**src/design/uozv_pkg.sv**
```systemverilog
// ----------------------------------------------------------------------------
// uozv_pkg
// Shared types and constants for the ultrasonic obstacle zone voter.
// ----------------------------------------------------------------------------
package uozv_pkg;

  localparam int unsigned NumChan    = 4;
  localparam logic [15:0] SadLimit   = 16'd5000;
  localparam logic [15:0] HiLevel    = 16'd500;
  localparam logic [7:0]  SlowSpeed  = 8'd8;
  localparam logic [7:0]  FastSpeed  = 8'd10;

  localparam logic [1:0] ZoneA = 2'd0;
  localparam logic [1:0] ZoneB = 2'd1;
  localparam logic [1:0] ZoneC = 2'd2;
  localparam logic [1:0] ZoneD = 2'd3;

  localparam logic [2:0] RegFrontStarts = 3'd0;
  localparam logic [2:0] RegFrontEnds   = 3'd1;
  localparam logic [2:0] RegRearStarts  = 3'd2;
  localparam logic [2:0] RegRearEnds    = 3'd3;
  localparam logic [2:0] RegFrontShift  = 3'd4;
  localparam logic [2:0] RegRearShift   = 3'd5;

  typedef enum logic [2:0] {
    StIdle,
    StNoise,
    StVote,
    StSelect,
    StOut
  } state_e;

  // controller to datapath
  typedef struct packed {
    logic load;    // write samples, clear accumulators
    logic scan;    // process one window position
    logic first;   // first position of a scan pass
    logic fin;     // decide zones and update state
  } dp_cmd_t;

endpackage

```
**src/design/uozv_ctrl.sv**
```systemverilog
// ----------------------------------------------------------------------------
// uozv_ctrl
// Sequencer: noise pass over the window, vote pass, zone decision, output.
// ----------------------------------------------------------------------------
module uozv_ctrl import uozv_pkg::*; #(
  parameter int unsigned CW = 5,
  parameter int unsigned WindowDepth = 16
) (
  input  logic          clk_i,
  input  logic          rst_ni,
  input  logic          in_valid_i,
  output logic          in_ready_o,
  output logic          out_valid_o,
  input  logic          out_ready_i,
  output dp_cmd_t       cmd_o,
  output logic [CW-1:0] cnt_o
);

  state_e        state_q, state_d;
  logic [CW-1:0] cnt_q, cnt_d;
  logic          last;

  assign last  = (cnt_q == CW'(WindowDepth - 1));
  assign cnt_o = cnt_q;

  // next state
  always_comb begin
    state_d = state_q;
    cnt_d   = cnt_q;
    unique case (state_q)
      StIdle: begin
        if (in_valid_i) begin
          state_d = StNoise;
          cnt_d   = '0;
        end
      end
      StNoise: begin
        cnt_d = cnt_q + 1'b1;
        if (last) begin
          state_d = StVote;
          cnt_d   = '0;
        end
      end
      StVote: begin
        cnt_d = cnt_q + 1'b1;
        if (last) begin
          state_d = StSelect;
        end
      end
      StSelect: state_d = StOut;
      StOut: begin
        if (out_ready_i) begin
          state_d = StIdle;
        end
      end
      default: state_d = StIdle;
    endcase
  end

  // outputs
  always_comb begin
    cmd_o       = '0;
    in_ready_o  = 1'b0;
    out_valid_o = 1'b0;
    unique case (state_q)
      StIdle: begin
        in_ready_o = 1'b1;
        cmd_o.load = in_valid_i;
      end
      StNoise: begin
        cmd_o.scan  = 1'b1;
        cmd_o.first = (cnt_q == '0);
      end
      StVote:   cmd_o.scan = 1'b1;
      StSelect: cmd_o.fin = 1'b1;
      StOut:    out_valid_o = 1'b1;
      default: ;
    endcase
  end

  always_ff @(posedge clk_i or negedge rst_ni) begin
    if (!rst_ni) begin
      state_q <= StIdle;
      cnt_q   <= '0;
    end else begin
      state_q <= state_d;
      cnt_q   <= cnt_d;
    end
  end

  // a pass never runs past the window
  assert property (@(posedge clk_i) disable iff (!rst_ni)
    (state_q == StNoise || state_q == StVote) |-> cnt_q < CW'(WindowDepth))
    else $error("scan index out of range");
  // an accepted item always starts a noise pass
  assert property (@(posedge clk_i) disable iff (!rst_ni)
    (in_valid_i && in_ready_o) |=> (state_q == StNoise && cnt_q == '0))
    else $error("accept did not start pass");
  // result holds until taken
  assert property (@(posedge clk_i) disable iff (!rst_ni)
    (out_valid_o && !out_ready_i) |=> out_valid_o)
    else $error("result dropped");

endmodule

```
**src/design/uozv_dp.sv**
```systemverilog
// ----------------------------------------------------------------------------
// uozv_dp
// Datapath: four ring windows, noise accumulators, zone vote counters,
// zone decision and entry counter.
// ----------------------------------------------------------------------------
module uozv_dp import uozv_pkg::*; #(
  parameter int unsigned CW = 5,
  parameter int unsigned WindowDepth = 16
) (
  input  logic          clk_i,
  input  logic          rst_ni,
  input  dp_cmd_t       cmd_i,
  input  logic [CW-1:0] cnt_i,
  input  logic [1:0]    phase_vote_i,
  input  logic [15:0]   dist_i [NumChan],
  input  logic [7:0]    speed_i,
  input  logic          rental_i,
  input  logic [63:0]   fs_i,
  input  logic [63:0]   fe_i,
  input  logic [63:0]   rs_i,
  input  logic [63:0]   re_i,
  input  logic [6:0]    fshift_i,
  input  logic [6:0]    rshift_i,
  output logic [1:0]    front_zone_o,
  output logic [1:0]    rear_zone_o,
  output logic [NumChan-1:0] noisy_o,
  output logic [15:0]   count_o
);

  localparam int unsigned AW = (WindowDepth > 1) ? $clog2(WindowDepth) : 1;
  localparam int unsigned VW = CW + 1; // holds 2*WindowDepth

  logic [15:0]   win_q [NumChan][WindowDepth];
  logic [AW-1:0] slot_q;
  logic [7:0]    speed_q;
  logic          rental_q;
  logic [15:0]   sad_q [NumChan];
  logic [15:0]   prev_q [NumChan];
  logic [CW-1:0] hi_q [NumChan];
  logic [CW-1:0] lo_q [NumChan];
  logic [NumChan-1:0] noisy_q;
  logic [NumChan-1:0] noisy_d;
  logic [VW-1:0] fcnt_q [4];
  logic [VW-1:0] rcnt_q [4];
  logic [1:0]    fz_q, rz_q;
  logic [15:0]   ecnt_q;

  logic [AW:0]   rd_sum;
  logic [AW-1:0] rd_idx;
  logic          vote_phase;

  // scan starts at the oldest sample, i.e. the current slot after advance
  assign rd_sum     = {1'b0, slot_q} + (AW+1)'(cnt_i);
  assign rd_idx     = (rd_sum >= (AW+1)'(WindowDepth)) ?
                      AW'(rd_sum - (AW+1)'(WindowDepth)) : AW'(rd_sum);
  assign vote_phase = phase_vote_i[0];

  // windows and slot
  always_ff @(posedge clk_i or negedge rst_ni) begin
    if (!rst_ni) begin
      for (int c = 0; c < NumChan; c++) begin
        for (int i = 0; i < WindowDepth; i++) begin
          win_q[c][i] <= '0;
        end
      end
      slot_q   <= '0;
      speed_q  <= '0;
      rental_q <= 1'b0;
    end else if (cmd_i.load) begin
      for (int c = 0; c < NumChan; c++) begin
        win_q[c][slot_q] <= dist_i[c];
      end
      slot_q   <= (slot_q == AW'(WindowDepth - 1)) ? '0 : slot_q + 1'b1;
      speed_q  <= speed_i;
      rental_q <= rental_i;
    end
  end

  // per-channel scan logic
  logic [15:0] samp [NumChan];
  logic [15:0] aend [NumChan];
  logic [NumChan-1:0] hit [4];
  logic signed [17:0] lb [2][4];
  logic signed [17:0] ub [2][4];
  logic [6:0] sh [2];

  always_comb begin
    sh[0] = (speed_q == '0) ? fshift_i : '0;
    sh[1] = (speed_q == '0) ? rshift_i : '0;
    for (int z = 0; z < 4; z++) begin
      lb[0][z] = (z == 0) ? $signed({2'b00, fs_i[16*z +: 16]})
                          : $signed({2'b00, fs_i[16*z +: 16]}) - $signed({11'd0, sh[0]});
      ub[0][z] = $signed({2'b00, fe_i[16*z +: 16]}) - $signed({11'd0, sh[0]});
      lb[1][z] = (z == 0) ? $signed({2'b00, rs_i[16*z +: 16]})
                          : $signed({2'b00, rs_i[16*z +: 16]}) - $signed({11'd0, sh[1]});
      ub[1][z] = $signed({2'b00, re_i[16*z +: 16]}) - $signed({11'd0, sh[1]});
    end
    for (int c = 0; c < NumChan; c++) begin
      samp[c] = (rd_idx == slot_q && cmd_i.load) ? '0 : win_q[c][rd_idx];
      aend[c] = (c < 2) ? fe_i[15:0] : re_i[15:0];
      // first vote cycle: take the fresh verdict before it is registered
      for (int z = 0; z < 4; z++) begin
        hit[z][c] = !((cnt_i == '0) ? noisy_d[c] : noisy_q[c]) &&
                    $signed({2'b00, samp[c]}) >= lb[c/2][z] &&
                    $signed({2'b00, samp[c]}) <= ub[c/2][z];
      end
    end
  end

  // noise accumulators and vote counters
  always_ff @(posedge clk_i) begin
    if (cmd_i.load) begin
      for (int z = 0; z < 4; z++) begin
        fcnt_q[z] <= '0;
        rcnt_q[z] <= '0;
      end
    end else if (cmd_i.scan && !vote_phase) begin
      for (int c = 0; c < NumChan; c++) begin
        if (cmd_i.first) begin
          sad_q[c] <= '0;
          hi_q[c]  <= CW'(samp[c] >= HiLevel);
          lo_q[c]  <= CW'(samp[c] <= aend[c]);
        end else begin
          sad_q[c] <= sad_q[c] + ((prev_q[c] >= samp[c]) ? prev_q[c] - samp[c]
                                                         : samp[c] - prev_q[c]);
          hi_q[c]  <= hi_q[c] + CW'(samp[c] >= HiLevel);
          lo_q[c]  <= lo_q[c] + CW'(samp[c] <= aend[c]);
        end
        prev_q[c] <= samp[c];
      end
    end else if (cmd_i.scan && vote_phase) begin
      for (int z = 0; z < 4; z++) begin
        fcnt_q[z] <= fcnt_q[z] + VW'(hit[z][0]) + VW'(hit[z][1]);
        rcnt_q[z] <= rcnt_q[z] + VW'(hit[z][2]) + VW'(hit[z][3]);
      end
    end
  end

  // noise verdict, taken at the first vote cycle
  always_comb begin
    for (int c = 0; c < NumChan; c++) begin
      noisy_d[c] = (sad_q[c] > SadLimit) ||
        (((VW+2)'(hi_q[c]) + (VW+2)'(lo_q[c])) * 4 >= (VW+2)'(3 * WindowDepth) &&
         hi_q[c] >= CW'(WindowDepth / 4) && lo_q[c] <= CW'(WindowDepth / 2) &&
         lo_q[c] != '0);
    end
  end

  always_ff @(posedge clk_i or negedge rst_ni) begin
    if (!rst_ni) begin
      noisy_q <= '0;
    end else if (cmd_i.scan && vote_phase && cnt_i == '0) begin
      noisy_q <= noisy_d;
    end
  end

  // zone selection
  function automatic logic [1:0] pick(input logic [VW-1:0] c0, input logic [VW-1:0] c1,
                                      input logic [VW-1:0] c2, input logic [VW-1:0] c3);
    logic [VW-1:0] best;
    logic [1:0]    area;
    best = VW'(1);
    area = ZoneD;
    if (c3 > VW'(2 * WindowDepth - 1)) begin
      return ZoneD;
    end
    if (c0 > best) begin best = c0; area = ZoneA; end
    if (c1 > best) begin best = c1; area = ZoneB; end
    if (c2 > best) begin area = ZoneC; end
    return area;
  endfunction

  logic [1:0] fsel, fz_d, rz_d;
  logic       inc;
  always_comb begin
    fsel = pick(fcnt_q[0], fcnt_q[1], fcnt_q[2], fcnt_q[3]);
    rz_d = pick(rcnt_q[0], rcnt_q[1], rcnt_q[2], rcnt_q[3]);
    if (fz_q == ZoneB && fsel == ZoneD && speed_q <= SlowSpeed) fsel = ZoneC;
    if (fz_q == ZoneD && fsel == ZoneB && speed_q > SlowSpeed) fsel = ZoneC;
    if (speed_q > FastSpeed) fsel = ZoneD;
    inc  = (fz_q != ZoneA) && (fsel == ZoneA);
    fz_d = rental_q ? ZoneD : fsel;
  end

  always_ff @(posedge clk_i or negedge rst_ni) begin
    if (!rst_ni) begin
      fz_q   <= ZoneD;
      rz_q   <= ZoneD;
      ecnt_q <= '0;
    end else if (cmd_i.fin) begin
      fz_q   <= fz_d;
      rz_q   <= rz_d;
      ecnt_q <= ecnt_q + 16'(inc);
    end
  end

  assign front_zone_o = fz_q;
  assign rear_zone_o  = rz_q;
  assign noisy_o      = noisy_q;
  assign count_o      = ecnt_q;

  // counter moves only on a decision
  assert property (@(posedge clk_i) disable iff (!rst_ni)
    !$past(cmd_i.fin) |-> $stable(ecnt_q))
    else $error("entry counter moved outside decision");
  // rental mode leaves front at D
  assert property (@(posedge clk_i) disable iff (!rst_ni)
    (cmd_i.fin && rental_q) |=> fz_q == ZoneD)
    else $error("rental did not force zone D");

endmodule

```
**src/design/ultrasonic_obstacle_zone_voter.sv**
```systemverilog
// ----------------------------------------------------------------------------
// ultrasonic_obstacle_zone_voter
// Windows four ultrasonic channels, rejects noisy ones and votes front and
// rear obstacle zones.
//
//   channel | signals                          | role
//   in      | in_valid_i / in_ready_o          | one four-sensor reading
//   out     | out_valid_o / out_ready_i        | zones, noise flags, count
//   cfg     | cfg_valid_i / cfg_ready_o        | register index and data
//
// An item takes one noise pass and one vote pass over the window, each one
// sample a cycle, then a zone decision, then the wait for the output transfer.
// One item is in flight at a time; the next is taken after the result
// transfer. Reset clears windows, slot, zones (to D) and the counter.
// Config writes are always taken.
// ----------------------------------------------------------------------------
module ultrasonic_obstacle_zone_voter import uozv_pkg::*; #(
  parameter int unsigned WINDOW_DEPTH = 16
) (
  input  logic        clk_i,
  input  logic        rst_ni,
  input  logic        in_valid_i,
  output logic        in_ready_o,
  input  logic [15:0] front_left_dist_i,
  input  logic [15:0] front_right_dist_i,
  input  logic [15:0] rear_left_dist_i,
  input  logic [15:0] rear_right_dist_i,
  input  logic [7:0]  vehicle_speed_i,
  input  logic        rental_mode_i,
  output logic        out_valid_o,
  input  logic        out_ready_i,
  output logic [1:0]  front_zone_o,
  output logic [1:0]  rear_zone_o,
  output logic        front_left_noisy_o,
  output logic        front_right_noisy_o,
  output logic        rear_left_noisy_o,
  output logic        rear_right_noisy_o,
  output logic [15:0] collision_count_o,
  input  logic        cfg_valid_i,
  output logic        cfg_ready_o,
  input  logic [2:0]  cfg_index_i,
  input  logic [63:0] cfg_data_i
);

  localparam int unsigned CW = $clog2(WINDOW_DEPTH + 1);

  logic [63:0] fs_q, fe_q, rs_q, re_q;
  logic [6:0]  fsh_q, rsh_q;
  dp_cmd_t     cmd;
  logic [CW-1:0] cnt;
  logic [1:0]  phase;
  logic [15:0] reading [NumChan];
  logic [NumChan-1:0] noisy;
  logic        vote_q;

  assign cfg_ready_o = 1'b1;

  // configuration registers
  always_ff @(posedge clk_i or negedge rst_ni) begin
    if (!rst_ni) begin
      fs_q <= '0; fe_q <= '0; rs_q <= '0; re_q <= '0;
      fsh_q <= '0; rsh_q <= '0;
    end else if (cfg_valid_i) begin
      unique case (cfg_index_i)
        RegFrontStarts: fs_q  <= cfg_data_i;
        RegFrontEnds:   fe_q  <= cfg_data_i;
        RegRearStarts:  rs_q  <= cfg_data_i;
        RegRearEnds:    re_q  <= cfg_data_i;
        RegFrontShift:  fsh_q <= cfg_data_i[6:0];
        RegRearShift:   rsh_q <= cfg_data_i[6:0];
        default: ;
      endcase
    end
  end

  // track which pass the scan belongs to
  always_ff @(posedge clk_i or negedge rst_ni) begin
    if (!rst_ni) begin
      vote_q <= 1'b0;
    end else if (cmd.load) begin
      vote_q <= 1'b0;
    end else if (cmd.scan && !vote_q && cnt == CW'(WINDOW_DEPTH - 1)) begin
      vote_q <= 1'b1;
    end
  end
  assign phase = {1'b0, vote_q};

  assign reading[0] = front_left_dist_i;
  assign reading[1] = front_right_dist_i;
  assign reading[2] = rear_left_dist_i;
  assign reading[3] = rear_right_dist_i;

  uozv_ctrl #(.CW(CW), .WindowDepth(WINDOW_DEPTH)) u_ctrl (
    .clk_i, .rst_ni, .in_valid_i, .in_ready_o, .out_valid_o, .out_ready_i,
    .cmd_o(cmd), .cnt_o(cnt)
  );

  uozv_dp #(.CW(CW), .WindowDepth(WINDOW_DEPTH)) u_dp (
    .clk_i, .rst_ni, .cmd_i(cmd), .cnt_i(cnt), .phase_vote_i(phase),
    .dist_i(reading), .speed_i(vehicle_speed_i), .rental_i(rental_mode_i),
    .fs_i(fs_q), .fe_i(fe_q), .rs_i(rs_q), .re_i(re_q),
    .fshift_i(fsh_q), .rshift_i(rsh_q),
    .front_zone_o, .rear_zone_o, .noisy_o(noisy), .count_o(collision_count_o)
  );

  assign front_left_noisy_o  = noisy[0];
  assign front_right_noisy_o = noisy[1];
  assign rear_left_noisy_o   = noisy[2];
  assign rear_right_noisy_o  = noisy[3];

endmodule
```
**config.mk**
```make
export PLATFORM = sky130hd
export DESIGN_NAME = ultrasonic_obstacle_zone_voter
export DESIGN_NICKNAME = d
export VERILOG_FILES = /design/src/design/uozv_pkg.sv /design/src/design/uozv_ctrl.sv /design/src/design/uozv_dp.sv /design/src/design/ultrasonic_obstacle_zone_voter.sv
export SDC_FILE = /design/constraint.sdc
export NUM_CORES = 2
export LEC_CHECK = 0
export ABC_AREA = 1
export ABC_CLOCK_PERIOD_IN_PS = 9000
export BUFFER_PORTS_ARGS = -buffer_cell sky130_fd_sc_hd__buf_2
export CAP_MARGIN = 10
export CORE_MARGIN = 2
export CORE_UTILIZATION = 55
export CTS_CLUSTER_DIAMETER = 100
export DETAILED_ROUTE_END_ITERATION = 7
export PLACE_DENSITY_LB_ADDON = 0.12
export SYNTH_ARGS = -nofsm -noshare
export SYNTH_HDL_FRONTEND = slang
export SYNTH_SLANG_ARGS = --single-unit
```
**constraint.sdc**
```tcl
create_clock -name clk_i -period 9 [get_ports clk_i]
set_input_delay 0.45 -clock clk_i [delete_from_list [all_inputs] [get_ports clk_i]]
set_output_delay 0.45 -clock clk_i [all_outputs]
set_load 0.01 [all_outputs]
```
# ---- Word-level counts from Yosys, hierarchy flattened
# Memory sizes are Yosys's and may differ from the RTL's.
# Cells that the tools add are included.
dict set report word_totals {
  reg_bits 1340
  latch_bits 0
  ram_bits 216
  mem_bits_ro 0
  in_bits 145
  output_inout_bits 27
  word_cells 458
  n_memories 6
}
dict set report op_classes {
  add_sub_neg 59
  multipliers 0
  n_div 0
  magnitude_cmp 75
  n_eq_ne 20
  shifts 0
  muxes 111
  n_bitwise 22
  reduce_logical 85
}
# memory depth width rd rd_ports_with_merged_regs wr line_no
set mem_list {}
lappend mem_list {u_dp.prev_q 4 16 4 0 4 uozv_dp.sv:38} ;# logic [15:0] prev_q [NumChan];
lappend mem_list {u_dp.sad_q 4 16 4 0 4 uozv_dp.sv:37} ;# logic [15:0] sad_q [NumChan];
lappend mem_list {u_dp.fcnt_q 4 6 4 0 4 uozv_dp.sv:43} ;# logic [VW-1:0] fcnt_q [4];
lappend mem_list {u_dp.rcnt_q 4 6 4 0 4 uozv_dp.sv:44} ;# logic [VW-1:0] rcnt_q [4];
lappend mem_list {u_dp.hi_q 4 5 4 0 4 uozv_dp.sv:39} ;# logic [CW-1:0] hi_q [NumChan];
lappend mem_list {u_dp.lo_q 4 5 4 0 4 uozv_dp.sv:40} ;# logic [CW-1:0] lo_q [NumChan];
# cell count
set op_table {}
lappend op_table {{bitwise mux 256 bit} 4}
lappend op_table {{2-to-1 mux 16 bit} 21}
lappend op_table {{<= comparator 17 x 18 -> 1 bit} 16}
lappend op_table {{binary-select mux 16 bit (select 4 bit)} 4}
lappend op_table {{subtractor 16 x 7 -> 17 bit} 14}
lappend op_table {{>= comparator 17 x 18 -> 1 bit} 12}
lappend op_table {{>= comparator 16 bit} 8}
lappend op_table {{>= comparator 32 x 6 -> 1 bit (second input constant)} 4}
lappend op_table {{subtractor 16 bit} 8}
lappend op_table {{adder 6 x 1 -> 6 bit} 16}
lappend op_table {{2-to-1 mux 6 bit} 16}
lappend op_table {{adder 16 bit} 4}
lappend op_table {{demux 16 bit (select 4 bit)} 1}
lappend op_table {{>= comparator 16 x 9 -> 1 bit (second input constant)} 4}
lappend op_table {{greater-than comparator 16 x 13 -> 1 bit (second input constant)} 4}
lappend op_table {{<= comparator 16 bit} 4}
lappend op_table {{logical AND 1 bit} 55}
lappend op_table {{2-to-1 mux 5 bit} 10}
lappend op_table {{adder 5 x 1 -> 5 bit} 8}
lappend op_table {{2-to-1 mux 1 bit} 31}
lappend op_table {{2-to-1 mux 2 bit} 14}
lappend op_table {{adder 5 x 5 -> 6 bit} 4}
lappend op_table {{greater-than comparator 6 bit} 4}
lappend op_table {{>= comparator 5 x 3 -> 1 bit (second input constant)} 4}
lappend op_table {{other kinds (41)} 102}

# ---- Longest topological paths before layout
# An unclocked memory read counts as a cell.
dict set report logic_depth {
  ltp_word 22
  mapped_depth 41
  ltp_nobuf 38
}

# ---- Modules after synthesis
# Synthesis repeated with hierarchy kept, for this count alone.
dict set report hier_totals {
  cells_unflattened 13354
  hier_area_um2 101014.4
}
# module n_inst cells_per_inst area_per_inst_um2 seq_area_each_um2
set modules_own_cells {}
lappend modules_own_cells {uozv_dp 1 12241 90255.3 33041.7}
lappend modules_own_cells {ultrasonic_obstacle_zone_voter 1 1036 10192.3 6781.5}
lappend modules_own_cells {uozv_ctrl 1 77 566.8 200.2}

# ---- Worst setup path before layout
# OpenSTA, ideal clock, no wires.
dict set report synth_timing {
  path_type {register -> register}
  startpoint {register u_ctrl.state_q[1]}
  endpoint {memory u_dp.lo_q[0][0], data pin}
  setup_time_ps 262
  arrival_time_ps 6869
  required_time_ps 8738
  path_slack_ps 1869
  path_stages_with_launch 12
  path_buffers 1
  period_less_slack_ps 7131
  cell_sequence {dfrtp_1 -> nor2_4 -> inv_1 -> nor2_1 -> inv_2 -> nand2_1 -> inv_2 -> nor2_1 -> o21ai_1 -> buf_2 -> nor2_1 -> a31oi_1}
}
# item line_no
set synth_lines {}
lappend synth_lines {{start: declaration} uozv_ctrl.sv:19} ;# state_e state_q, state_d;
lappend synth_lines {{start signal: assignment} uozv_ctrl.sv:83} ;# state_q <= StIdle;
lappend synth_lines {{start signal: assignment} uozv_ctrl.sv:86} ;# state_q <= state_d;
lappend synth_lines {{end: declaration} uozv_dp.sv:40}

==> impl_metrics.yaml <==
final_layout:
  multi_input_area_um2: 53260
  nets: 13935
  regArea_um2: 40020
  areaGrowthSynthToFinish_pct: 9.773
  drive_gt1_share_pct: 8.556
  fin_util_pct: 60.85
  fill_cells: 16423
logic_synthesis:
  synthDistinctLibCells: 63
  synth_fp_nets: 13924
  synth_cells: 12801
  ys.warnings.count: 0
  synth_edf_count: 216
  seq_area_frac_synth_pct: 39.39
  synth-async-reset-ratio_pct: 86.12
  synth_ff_type: "dfrtp_1"
  netlist_area_um2: 101600
  synth_area_per_cell_um2: 7.937
  synth-seq-cells: 1556
sta:
  skew_ps: 88.28
  maxSlewViolCount: 0
  hold_viol: 0
  fin_setup_tns_ps: 0
  grt_setup_unrepaired: "no"
  period_minus_slack_ps: 8077
  setup_violations: 0
  slew_headroom_pct: 17.36
  period_share_pct: 89.75
  max_clock_freq_mhz: 123.8
  worst-slew-pin-transition_ps: 1235
grt:
  grt_pass1_wl_mm: 500.0
  antenna_found_initial: 40
  grt_overflow_total: 0
  grt_pass1_vias: 84520
  grt_max_degree: 186
  track_usage_pct: 34.49
routing:
  wl_per_cell_um: 21.16
  viasPerCell: 5.750
  wl_mm: 326.6
  drc: 0
  firstDrtPassIters: 6
  vias: 88739
  ant_nets: 0
  drt-initial-drc-count: 8834
placement:
  globalplace.congestion: 0.9647
  dp_hpwl_mm: 216.7
  numPortBuffers: 170
clock_tree:
  cts_setup_buffers: 0
  htreeDepth: 4
  cts_tree: "built"
  cts-resized-gates: 0
  numCtsBuffers: 174
  clk_pin_slew_ps: 60
  insertion_delay_ps: 900
  root_buffer: "clkbuf_16"
  clock_sink_count: 1556
  hold_buffers: 85
  clock_path_buffers: 3
floorplanning:
  dieArea_um2: 188200
  start_util_pct: 55.44
  die_x_um: 433.8
  fp-row-count: 157
  fp.dieH_um: 433.8
  ioPinCount: 172
  core_um2: 183300
worst_setup_path:
  worstPathMaxFanout: 82
  max_stage_delay_ps: 800
  critical_path_class: "reg2reg"
  crit_arrival_ps: 8650
  critPathLaunchType: "register"
  cp.required_ps: 9570
  endpoint_kind: "register"
  cpMaxStageDelayCell: "fa_4"
  crit_top_cell: "nand2_1"
outcome:
  status: "finished clean"
flow_run:
  drv_cap: 0
hold_path:
  min_path_type: "in2reg"
## critical path, delay by kind of cell (launching register included)
family	cells	cell delay, ps
simple gates	19	2720
buf+inv	6	1740
fa+ha+maj	4	1640
compound gates	4	860
flops	1	470
xor+xnor	1	200
## registers in the layout (all words and copies together) (netlist names), 3 cells and up
register / cells
u_dp.prev_q: 64
u_dp.noisy_o: 4
fs_q: 64
u_dp.hi_q: 20
u_ctrl.state_q: 3
fe_q: 64
u_ctrl.cnt_o: 5
u_dp.win_q: 1024
rs_q: 64
fsh_q: 7
u_dp.sad_q: 64
rsh_q: 7
u_dp.rcnt_q: 24
u_dp.slot_q: 4
u_dp.speed_q: 8
u_dp.lo_q: 20
u_dp.fcnt_q: 24
re_q: 64
u_dp.count_o: 16
## final cells by class
cell class                      instances  share of cell area [%]
Antenna cell                            8                 0.01795
Multi-Input combinational cell       9090                   47.75
Clock inverter                         73                  0.8605
Inverter                             1583                   5.346
Timing Repair Buffer                  407                   2.798
Sequential cell                      1556                   35.89
Tap cell                             2464                   2.764
Clock buffer                          253                   4.575
## synthesized netlist by cell type, types with 5 or more instances
cell type | instances | area (µm²)
buf_1 | 35 | 131.4
o21ai_0 | 1278 | 6396
o2111ai_1 | 6 | 52.55
nand2_2 | 5 | 31.28
a211oi_1 | 33 | 247.7
buf_2 | 223 | 1116
fa_1 | 39 | 780.8
nand4_1 | 93 | 581.8
inv_2 | 10 | 37.54
clkbuf_1 | 274 | 1028
ha_1 | 939 | 11750
a21o_1 | 33 | 247.7
nor3_1 | 115 | 575.6
o21a_1 | 43 | 322.8
nor3b_1 | 6 | 45.04
o31ai_1 | 5 | 37.54
o311ai_1 | 12 | 105.1
nand3_1 | 912 | 4564
o21ai_1 | 26 | 130.1
xor2_1 | 224 | 1962
xnor2_1 | 87 | 762.0
nand2_1 | 3254 | 12210
a21oi_1 | 645 | 3228
dfrtp_1 | 1336 | 33430
or2_2 | 14 | 87.58
o21bai_1 | 39 | 292.8
nor2_2 | 26 | 162.7
a31oi_1 | 34 | 212.7
mux2_2 | 396 | 4459
a21boi_0 | 14 | 105.1
and3_1 | 5 | 31.28
nor4_1 | 52 | 325.3
o211ai_1 | 49 | 367.9
nor2_1 | 653 | 2451
edfxtp_1 | 216 | 6486
inv_1 | 1571 | 5897
buf_6 | 14 | 157.7
buf_4 | 25 | 187.7
nand3b_1 | 20 | 150.1
## per-layer routing
layer	global-route usage (%)	vias to the layer above	share of wire [%]
met1	49.12	42810	44
met3	4.843	577	7.4
li1	-	41994	-
met4	10.97	12	3.2
met5	0	-	0.027
met2	54.24	3346	45
## cell usage in the layout, fill, tap and decap left out, drive strengths merged, types with 216 or more instances in the layout
cell	count
a21oi	645
buf	322
clkbuf	253
dfrtp	1336
edfxtp	216
ha	939
inv	1590
mux2	396
nand2	3259
nand3	915
nor2	681
o21ai	1304
xor2	224
## per-stage QoR
stage	area, µm²	cells	setup WS [ps]	hold slack (ps)
6_report	111500	15434	922.9	65.48
5_1_grt	111500	15430	407.2	58.62
4_1_cts	111500	15426	1050	5.484
3_5_place_dp	104600	15015	1132	457.9
3_3_place_gp	104600	15015	1126	459.9
2_1_floorplan	101600	12801	1869	154.4
## final timing paths
check                                     from                 to  slack [ps]  cells after the start
min                        rear_left_dist_i[2]    u_dp.win_q[370]          70                      2
min in group asynchronous               rst_ni     u_dp.win_q[54]         190                      2
min reg2reg                   u_dp.count_o[15]   u_dp.count_o[15]         460                      1
max                            u_ctrl.cnt_o[0]  u_dp.sad_q[1][11]         920                     34
max reg2reg                    u_ctrl.cnt_o[0]  u_dp.sad_q[1][11]         920                     34
max in group asynchronous               rst_ni           fs_q[42]        6410                      4
## cells by family after synthesis
kind of cell,share of synthesized area (%)
other,0.003691
multiplexers,4.409
AO/OA/AOI/OAI,11.72
flip-flops,39.39
AND/OR/NAND/NOR,21.03
XOR/XNOR,2.681
buffers and inverters,8.433
adder cells (fa/ha/maj),12.33
Power is not shown: default switching activity piles up to over one toggle a cycle in this logic, so the estimate is an artifact.
